### src/hw/rtl/object_header_parser_top_assert.svh
// ----------------------------------------------------------------------------
// object header parser assertion macros
// shared property forms for the parser checks
// ----------------------------------------------------------------------------
`ifndef OBJECT_HEADER_PARSER_TOP_ASSERT_SVH
`define OBJECT_HEADER_PARSER_TOP_ASSERT_SVH

// same-cycle implication, disabled while reset is held
`define OHP_ASSERT_IMP(lbl, clk, rst_n, ante, cons) \
    lbl: assert property (@(posedge clk) disable iff (!rst_n) (ante) |-> (cons)) \
        else $error("assertion failed");

// next-cycle implication, disabled while reset is held
`define OHP_ASSERT_NXT(lbl, clk, rst_n, ante, cons) \
    lbl: assert property (@(posedge clk) disable iff (!rst_n) (ante) |=> (cons)) \
        else $error("assertion failed");

`endif

### src/hw/rtl/ohp_pkg.sv
// ----------------------------------------------------------------------------
// ohp_pkg
// types and constants for the object header parser
// ----------------------------------------------------------------------------
package ohp_pkg;

    // width of the saturating length counter
    localparam int LENGTH_BITS = 16;

    localparam logic [31:0] LENGTH_FULL = (32'd1 << LENGTH_BITS) - 32'd1;
    localparam logic [15:0] LENGTH_LIMIT =
        (LENGTH_BITS >= 16) ? 16'hFFFF : LENGTH_FULL[15:0];

    // name register geometry
    localparam int NAME_MAX = 6;

    // recognized names, packed as they are shifted in
    localparam logic [47:0] NAME_BLOB   = 48'h0000_626C_6F62;
    localparam logic [47:0] NAME_TREE   = 48'h0000_7472_6565;
    localparam logic [47:0] NAME_COMMIT = 48'h636F_6D6D_6974;
    localparam logic [47:0] NAME_TAG    = 48'h0000_0074_6167;

    // object type codes
    localparam logic [1:0] TYPE_BLOB   = 2'd0;
    localparam logic [1:0] TYPE_TREE   = 2'd1;
    localparam logic [1:0] TYPE_COMMIT = 2'd2;
    localparam logic [1:0] TYPE_TAG    = 2'd3;

    // status codes
    localparam logic ST_OK  = 1'b0;
    localparam logic ST_ERR = 1'b1;

    // characters
    localparam logic [7:0] CHAR_SPACE = 8'h20;
    localparam logic [7:0] CHAR_NUL   = 8'h00;
    localparam logic [7:0] CHAR_ZERO  = 8'h30;
    localparam logic [7:0] CHAR_NINE  = 8'h39;

    // largest accumulator value that takes a digit up to 5 without wrap
    localparam logic [63:0] SIZE_GUARD = 64'h1999_9999_9999_9999;
    localparam logic [63:0] SIZE_GUARD_DIGIT = 64'd5;

    typedef enum logic [1:0] {
        PH_IDLE = 2'd0,
        PH_NAME = 2'd1,
        PH_SIZE = 2'd2
    } t_phase;

    typedef struct packed {
        logic [7:0] data_byte;
        logic       first_byte;
        logic       last_byte;
    } t_in_item;

    typedef struct packed {
        logic        status;
        logic [1:0]  object_type;
        logic [63:0] obj_size;
        logic        size_overflow;
        logic [15:0] header_length;
    } t_out_item;

    // result of one parse step
    typedef struct packed {
        logic      fire;
        t_out_item item;
    } t_step_res;

endpackage

### src/hw/rtl/ohp_step.sv
// ----------------------------------------------------------------------------
// ohp_step
// parser state and the per-byte update, one byte per enabled cycle
// ----------------------------------------------------------------------------
module ohp_step (
    input  logic              i_clk,
    input  logic              i_rst_n,
    input  logic              i_en,
    input  ohp_pkg::t_in_item i_item,
    output ohp_pkg::t_step_res o_res
);
    import ohp_pkg::*;

    t_phase      r_phase, n_phase;
    logic [47:0] r_chars, n_chars;
    logic [2:0]  r_len, n_len;
    logic [63:0] r_acc, n_acc;
    logic        r_ov, n_ov;
    logic [15:0] r_cnt, n_cnt;
    logic [1:0]  r_type, n_type;

    // state registers
    always_ff @(posedge i_clk) begin
        if (!i_rst_n) begin
            r_phase <= PH_IDLE;
            r_chars <= '0;
            r_len   <= '0;
            r_acc   <= '0;
            r_ov    <= 1'b0;
            r_cnt   <= '0;
            r_type  <= TYPE_BLOB;
        end else begin
            r_phase <= n_phase;
            r_chars <= n_chars;
            r_len   <= n_len;
            r_acc   <= n_acc;
            r_ov    <= n_ov;
            r_cnt   <= n_cnt;
            r_type  <= n_type;
        end
    end

    // next state and result
    always_comb begin
        logic        active;
        logic        known;
        logic [1:0]  mtype;
        logic [7:0]  b;
        logic [63:0] digit;
        t_phase      cur_phase;

        n_phase = r_phase;
        n_chars = r_chars;
        n_len   = r_len;
        n_acc   = r_acc;
        n_ov    = r_ov;
        n_cnt   = r_cnt;
        n_type  = r_type;
        o_res   = '0;
        o_res.item.status = ST_ERR;
        b       = i_item.data_byte;
        digit   = 64'(b - CHAR_ZERO);
        known   = 1'b0;
        mtype   = TYPE_BLOB;
        cur_phase = r_phase;

        // first byte restarts the parse
        if (i_item.first_byte) begin
            n_chars   = '0;
            n_len     = '0;
            n_acc     = '0;
            n_ov      = 1'b0;
            n_cnt     = '0;
            cur_phase = PH_NAME;
            n_phase   = PH_NAME;
        end
        active = i_en && (cur_phase == PH_NAME || cur_phase == PH_SIZE);

        // name lookup on the current name register
        if (n_len == 3'd4 && n_chars == NAME_BLOB) begin
            known = 1'b1;
            mtype = TYPE_BLOB;
        end else if (n_len == 3'd4 && n_chars == NAME_TREE) begin
            known = 1'b1;
            mtype = TYPE_TREE;
        end else if (n_len == 3'd6 && n_chars == NAME_COMMIT) begin
            known = 1'b1;
            mtype = TYPE_COMMIT;
        end else if (n_len == 3'd3 && n_chars == NAME_TAG) begin
            known = 1'b1;
            mtype = TYPE_TAG;
        end

        if (!i_en) begin
            // hold everything when no byte is processed
            n_phase = r_phase;
            n_chars = r_chars;
            n_len   = r_len;
            n_acc   = r_acc;
            n_ov    = r_ov;
            n_cnt   = r_cnt;
        end else if (active) begin
            if (n_cnt < LENGTH_LIMIT) begin
                n_cnt = n_cnt + 16'd1;
            end
            unique case (cur_phase)
                PH_NAME: begin
                    if (b == CHAR_SPACE) begin
                        if (!known || i_item.last_byte) begin
                            o_res.fire = 1'b1;
                            n_phase    = PH_IDLE;
                        end else begin
                            n_type  = mtype;
                            n_phase = PH_SIZE;
                        end
                    end else if (n_len >= 3'(NAME_MAX)) begin
                        o_res.fire = 1'b1;
                        n_phase    = PH_IDLE;
                    end else begin
                        n_chars = {n_chars[39:0], b};
                        n_len   = n_len + 3'd1;
                        if (i_item.last_byte) begin
                            o_res.fire = 1'b1;
                            n_phase    = PH_IDLE;
                        end
                    end
                end
                PH_SIZE: begin
                    if (b == CHAR_NUL) begin
                        // header complete
                        o_res.fire               = 1'b1;
                        o_res.item.status        = ST_OK;
                        o_res.item.object_type   = r_type;
                        o_res.item.obj_size      = n_acc;
                        o_res.item.size_overflow = n_ov;
                        o_res.item.header_length = n_cnt;
                        n_phase                  = PH_IDLE;
                    end else if (b < CHAR_ZERO || b > CHAR_NINE) begin
                        o_res.fire = 1'b1;
                        n_phase    = PH_IDLE;
                    end else begin
                        // acc * 10 + digit, wrapping
                        if (n_acc > SIZE_GUARD ||
                            (n_acc == SIZE_GUARD && digit > SIZE_GUARD_DIGIT)) begin
                            n_ov = 1'b1;
                        end
                        n_acc = (n_acc << 3) + (n_acc << 1) + digit;
                        if (i_item.last_byte) begin
                            o_res.fire = 1'b1;
                            n_phase    = PH_IDLE;
                        end
                    end
                end
                default: begin
                    n_phase = PH_IDLE;
                end
            endcase
        end else begin
            // idle byte without a start: no change
            n_phase = r_phase;
            n_chars = r_chars;
            n_len   = r_len;
            n_acc   = r_acc;
            n_ov    = r_ov;
            n_cnt   = r_cnt;
        end
    end

endmodule

### src/hw/rtl/object_header_parser_top.sv
// A byte's result is registered: it passes the input register and then the result register
// before it shows at the output. One byte per cycle is taken while the input register is
// empty or the result register is free or being drained; the parse step is combinational
// between the two registers. Bytes that cause no result leave nothing at the output.
// Reset (synchronous, active low) empties both registers and returns the
// parser to idle, waiting for a first byte.
// ----------------------------------------------------------------------------
// object_header_parser_top
// streaming "TYPE SIZE\0" object header parser with valid/ready channels
// ----------------------------------------------------------------------------
module object_header_parser_top (
    input  logic               i_clk,
    input  logic               i_rst_n,
    input  logic               i_in_valid,
    output logic               o_in_ready,
    input  ohp_pkg::t_in_item  i_in,
    output logic               o_out_valid,
    input  logic               i_out_ready,
    output ohp_pkg::t_out_item o_out
);
    import ohp_pkg::*;

    `include "object_header_parser_top_assert.svh"

    logic      r_s1_valid;
    t_in_item  r_s1;
    logic      r_out_valid;
    t_out_item r_out;
    logic      advance;
    logic      step_en;
    t_step_res step_res;
    logic      out_err;
    logic      out_ok;
    logic      err_clean;

    // pipeline moves when the result register is free or being drained
    assign advance    = !r_out_valid || i_out_ready;
    assign o_in_ready = !r_s1_valid || advance;
    assign step_en    = r_s1_valid && advance;

    // input register
    always_ff @(posedge i_clk) begin
        if (!i_rst_n) begin
            r_s1_valid <= 1'b0;
        end else if (o_in_ready) begin
            r_s1_valid <= i_in_valid;
        end
    end

    always_ff @(posedge i_clk) begin
        if (o_in_ready) begin
            r_s1 <= i_in;
        end
    end

    // parse step
    ohp_step u_step (
        .i_clk   (i_clk),
        .i_rst_n (i_rst_n),
        .i_en    (step_en),
        .i_item  (r_s1),
        .o_res   (step_res)
    );

    // result register
    always_ff @(posedge i_clk) begin
        if (!i_rst_n) begin
            r_out_valid <= 1'b0;
        end else if (advance) begin
            r_out_valid <= step_en && step_res.fire;
        end
    end

    always_ff @(posedge i_clk) begin
        if (step_en && step_res.fire) begin
            r_out <= step_res.item;
        end
    end

    assign o_out_valid = r_out_valid;
    assign o_out       = r_out;

    // check terms
    assign out_err   = o_out_valid && (o_out.status == ST_ERR);
    assign out_ok    = o_out_valid && (o_out.status == ST_OK);
    assign err_clean = (o_out.object_type == TYPE_BLOB) && (o_out.obj_size == 64'd0)
                       && !o_out.size_overflow && (o_out.header_length == 16'd0);

    // checks
    `OHP_ASSERT_IMP(a_err_fields_zero, i_clk, i_rst_n, out_err, err_clean)
    `OHP_ASSERT_IMP(a_ok_min_length, i_clk, i_rst_n, out_ok, o_out.header_length >= 16'd5)
    `OHP_ASSERT_IMP(a_ready_when_empty, i_clk, i_rst_n, !o_out_valid, o_in_ready)
    `OHP_ASSERT_NXT(a_fire_loads_result, i_clk, i_rst_n, step_en && step_res.fire, o_out_valid)

endmodule
### config.mk
export PLATFORM = sky130hd
export DESIGN_NAME = object_header_parser_top
export DESIGN_NICKNAME = d
export VERILOG_FILES = /design/src/hw/rtl/ohp_pkg.sv /design/src/hw/rtl/ohp_step.sv /design/src/hw/rtl/object_header_parser_top.sv
export VERILOG_INCLUDE_DIRS = /design/src /design/src/hw/rtl
export SDC_FILE = /design/constraint.sdc
export NUM_CORES = 1
export LEC_CHECK = 0
export BUFFER_PORTS_ARGS = -buffer_cell sky130_fd_sc_hd__buf_2
export CAP_MARGIN = 20
export CORE_MARGIN = 2
export CORE_UTILIZATION = 50
export DETAILED_ROUTE_END_ITERATION = 7
export GPL_TIMING_DRIVEN = 1
export PLACE_DENSITY = 0.68
export SYNTH_ARGS = -nofsm -noshare
export SYNTH_HDL_FRONTEND = slang
export SYNTH_SLANG_ARGS = --single-unit
### constraint.sdc
create_clock -name i_clk -period 12.2 [get_ports i_clk]
set_input_delay 2.44 -clock i_clk [delete_from_list [all_inputs] [get_ports i_clk]]
set_output_delay 2.44 -clock i_clk [all_outputs]
set_load 0.005 [all_outputs]
Yosys cells after proc, flatten, opt, wreduce, memory -nomap -nowiden
Index checks and enable logic that the tools add are counted.
Word-level totals
  bits in registers: 232
  bits in latches: 0
  memory bits (writable): 0
  ROM bits: 0
  bits of input ports: 14
  output and inout port bits: 86
  logic and storage cells: 108
  memories kept: 0
Cells by class
  $add $sub $neg: 5
  $mul: 0
  divide/modulo/power cells: 0
  order comparisons: 6
  eq/ne operators: 11
  shift-type cells: 0
  multiplexer cells: 46
  bitwise gates (word level): 1
  reduce and logical (&&, ||, !) cells: 22
Operator list (number)
  2-to-1 mux 64 bit: 4
  2-to-1 mux 48 bit: 4
  2-to-1 mux 85 bit: 2
  2-to-1 mux 84 bit: 2
  adder 64 bit: 2
  == test 48 x 31 -> 1 bit, second input constant: 2
  == test 64 x 61 -> 1 bit, second input constant: 1
  > comparator 64 x 3 -> 1 bit, second input constant: 1
  > comparator 64 x 61 -> 1 bit, second input constant: 1
  == test 48 x 23 -> 1 bit, second input constant: 1
  == test 48 x 47 -> 1 bit, second input constant: 1
  2-to-1 mux 16 bit: 2
  2-to-1 mux 2 bit: 11
  adder 16 x 1 -> 16 bit, second input constant: 1
  < comparator 16 bit, second input constant: 1
  2-to-1 mux 1 bit: 15
  2-to-1 mux 3 bit: 4
  subtractor 8 x 6 -> 9 bit, second input constant: 1
  == test 8 x 6 -> 1 bit, second input constant: 1
  > comparator 8 x 6 -> 1 bit, second input constant: 1
  logical AND 1 bit: 8
  logical NOT 8 bit: 1
  < comparator 8 x 6 -> 1 bit, second input constant: 1
  == test 3 bit, second input constant: 2
  14 further kinds: 21

Longest topological paths before layout
  depth in word-level cells: 15
  depth in mapped cells: 21
  depth with buffers taken out: 15

Cells and area by module
Synthesis repeated with hierarchy kept, for this count alone.
Unflattened totals
  cell total of the unflattened synthesis: 1691
  area, all modules: 15205.8 um^2
Modules (own cells, without submodules)
  ohp_step: times used 1, cells an instance 1587, area each 12278.0 um^2
  object_header_parser_top: times used 1, cells an instance 104, area each 2927.8 um^2

Worst setup path before layout
OpenSTA, ideal clock, no wires.
  kind: input -> register
  from: input port i_out_ready
  to: register r_out (netlist bit o_out[0]) (enable)
  library setup time: 0.557 ns
  arrival: 7.261 ns
  required time: 11.643 ns
  slack: 4.381 ns
  cell stages on the path: 6
  path through: nor2b_1 nor3b_1 buf_2 nand2_1 o21bai_1 o22ai_1
On the way
  word-level cells in the longest chain between the ends: 6
RTL lines
  start, declared: line object_header_parser_top.sv:18  | input logic i_out_ready,
  logical OR 1 bit (*): line object_header_parser_top.sv:37  | assign advance = !r_out_valid || i_out_ready;
  logical AND 1 bit (*): line object_header_parser_top.sv:39  | assign step_en = r_s1_valid && advance;
  logical AND 1 bit: line ohp_step.sv:77  | active = i_en && (cur_phase == PH_NAME || cur_phase == PH_SIZE);
  2-to-1 mux 85 bit: line ohp_step.sv:102  | end else if (active) begin
  2-to-1 mux 85 bit: line ohp_step.sv:94  | if (!i_en) begin
  logical AND 1 bit (*): line object_header_parser_top.sv:75  | if (step_en && step_res.fire) begin
  end signal, assigned: line object_header_parser_top.sv:76  | r_out <= step_res.item;
  end, declared: line object_header_parser_top.sv:28  | t_out_item r_out;
Mark *: on every way between the ends. The rest lies on a longest branch, timed or not.
A chain may end at the register's enable or synchronous reset.

Worst setup path after layout
  from: input port i_out_ready
  to: output port o_in_ready
On the way
  word-level cells in the longest chain between the ends: 2
RTL lines
  logical OR 1 bit: line object_header_parser_top.sv:37
  logical OR 1 bit: line object_header_parser_top.sv:38  | assign o_in_ready = !r_s1_valid || advance;
  end, declared: line object_header_parser_top.sv:15  | output logic o_in_ready,
Every way passes these cells.

==> results.py <==
metrics = {
    "setup_path": {
        "end_kind": "primary output",
        "slowest_stage": "nand2_1",
        "critPathBufInv": 2,
        "cpMostUsedCell": "buf_2",
        "critical_path.cell_chain": "buf_2 > nor2b_1 > nand2_1 > buf_2",
        "crit_type": "primary input to primary output",
        "worstPathArrival_ns": 3.54,
        "cp_max_fo": 11,
        "critPathTopFamily": "simple AND/OR/NAND/NOR gates",
        "cp-start-kind": "primary input",
        "cpPeakStageDelay_ns": 0.43,
        "crit_required_ns": 9.76,
    },
    "timing": {
        "relSlewSlack_pct": 31.7,
        "period_share_pct": 49.0,
        "fmax_ghz": 0.167,
        "tightest_slew_ns": 1.02,
        "clock_skew_ns": 0.0138,
        "tns_ns": 0,
        "slew_viol_final": 0,
        "finalHoldViolCount": 0,
        "min_period_ns": 5.98,
        "setup_viol": 0,
        "rsz0062_at_grt": "false",
    },
    "layout": {
        "area_growth_pct": 11.2,
        "layout_common_cells": "215 x nor2_1, 138 x dfxtp_1, 137 x inv_1",
        "drive_gt1_share_pct": 9.96,
        "final_common_cell": "nor2_1",
        "antennaDiodeCount": 0,
        "stdcell_area_um2": 16700,
        "nFillCells": 2753,
        "nets": 1916,
    },
    "floorplan": {
        "die_h_um": 178,
        "die_width_um": 178,
        "row_count": 63,
        "start_util_pct": 50.8,
        "core_area_um2": 29600,
        "fp.dieArea_um2": 31500,
        "ioPinCount": 100,
    },
    "logic_synthesis": {
        "netlist_instances": 1708,
        "ys_warn_count": 0,
        "ys_seq_area_share_pct": 37.1,
        "synth_area_per_cell_um2": 8.82,
        "syn_area_um2": 15100,
        "ys_seq_elements": 232,
        "ys_types": 72,
        "synthArstFlopShare_pct": 0,
        "yosys_most_used_dff": "dfxtp_1",
        "synth-edff-count": 94,
        "synth_fp_nets": 1857,
    },
    "power": {
        "p_leak_nw": 7.37,
        "powerDensity_nw_per_um2": 102,
        "p_total_w": 0.00170,
        "peakVddDrop_v": 0.0000953,
    },
    "clocking": {
        "root_buffer": "clkbuf_16",
        "cts_tree": "built",
        "cts_resized": 0,
        "clk_transition_reported_paths_ns": 0.06,
        "cts_sinks": 232,
        "cts_hold_buf": 0,
        "clk_latency_ns": 0.56,
        "cts_buffers": 27,
        "ctsLongestPathBuffers": 3,
        "cts.htree.levels": 1,
        "post_cts_buffers": 0,
    },
    "global_routing": {
        "grt_pass1_vias": 12100,
        "grt_max_degree": 92,
        "grt_util_all_layers_pct": 24.4,
        "globalRouteOverflowTotal": 0,
        "grt_antenna_before_repair": 0,
        "grt_pass1_wl_um": 62300,
    },
    "routing": {
        "drt_first_pass_iters": 7,
        "viasPerCell": 5.76,
        "drt_iter0_markers": 958,
        "drt_wl_total_um": 38500,
        "drtAntennaViolNets": 0,
        "vias": 12500,
        "wire_per_inst_um": 17.7,
        "drc": 0,
    },
    "placement": {
        "place_hpwl_um": 27500,
        "place.port_buffers": 99,
        "place_area_um2": 15900,
        "gp_congestion": 0.919,
    },
    "run_status": {
        "outcome": "finished clean",
    },
    "hold_path": {
        "hp-class": "flop to flop",
    },
    "job": {
        "max_cap_viol_count": 0,
    },
}
## worst min-delay path: cells and delay by family, from the launching register on
kind	cells	cell delay [ns]
DFF	1	0.33
and+or+nand+nor	1	0.05
AOI/OAI and AO/OA	1	0.05
## metrics by stage
stage / util [%] / instances / setup slack [ns] / hold slack (ns)
finish: 56.5 / 2177 / 6.22 / 0.465
detailed placement: 53.5 / 2127 / 6.21 / 0.450
floorplan: - / 1708 / 4.38 / 0.426
global placement: 53.5 / 2127 / 6.27 / 0.441
global route: 56.5 / 2177 / 6.10 / 0.498
CTS: 56.4 / 2176 / 6.20 / 0.466
## synth_stat cells (46+ instances only)
library cell / count / share of area, %
nor2_1: 217 / 5.4
dfxtp_1: 138 / 18
inv_1: 137 / 3.4
nand2_1: 122 / 3.0
o21ai_0: 100 / 3.3
edfxtp_1: 94 / 19
a21oi_1: 88 / 2.9
a22oi_1: 84 / 4.2
clkbuf_1: 74 / 1.8
ha_1: 74 / 6.1
nand2b_1: 65 / 2.7
fa_1: 61 / 8.1
xnor2_1: 51 / 3.0
and2_1: 46 / 1.9
## registers in the layout (all words and copies together), names as in the netlist
register,count
u_step.r_phase,2
u_step.r_acc,64
u_step.r_type,2
u_step.r_ov,1
u_step.r_len,3
r_s1_valid,1
o_out,84
u_step.r_cnt,16
o_out_valid,1
u_step.r_chars,48
r_s1,10
## worst paths after layout
path                                 startpoint                            end  slack [ns]  cells after the start
setup / recovery                    i_out_ready                     o_in_ready        6.22                      4
hold / removal    u_step.r_acc[56]$_SDFFE_PN0P_  u_step.r_acc[56]$_SDFFE_PN0P_        0.47                      2
setup reg to reg              r_s1[6]$_DFFE_PP_  u_step.r_acc[61]$_SDFFE_PN0P_        6.46                     16
hold reg to reg   u_step.r_acc[56]$_SDFFE_PN0P_  u_step.r_acc[56]$_SDFFE_PN0P_        0.47                      2
## final cells by class
cell class / instances / area, µm² / area share, %
clock buffer: 35 / 726 / 4.33
sequential: 232 / 5590 / 33.3
clock inverter: 14 / 130 / 0.777
tap: 390 / 488 / 2.91
multi-input combinational: 1255 / 8680 / 51.8
timing repair buffer: 113 / 621 / 3.71
inverter: 138 / 519 / 3.10
## where the power goes
group	total [W]	internal, W	switching [W]
Sequential	0.000810	0.000806	0.00000444
Combinational	0.000102	0.0000333	0.0000688
Clock	0.000790	0.000445	0.000345
## metal layers
| layer | routed length (µm) | global-route usage [%] |
|---|---|---|
| met1 | 18200 | 34.3 |
| met2 | 17400 | 39.4 |
| met3 | 1820 | 3.00 |
| met4 | 1030 | 7.38 |
| met5 | 0 | 0 |
## kinds of logic after synthesis
| group | Yosys count | share of synthesized area, % |
|---|---|---|
| AOI/OAI and AO/OA | 419 | 18.1 |
| xor gates and xnor gates | 72 | 4.19 |
| adders and majority gates | 135 | 14.3 |
| buffers and inverters | 221 | 5.56 |
| DFF | 232 | 37.1 |
| muxes | 4 | 0.274 |
| and+or+nand+nor | 625 | 20.6 |
Note: power is estimated with default switching activity, not from simulation.
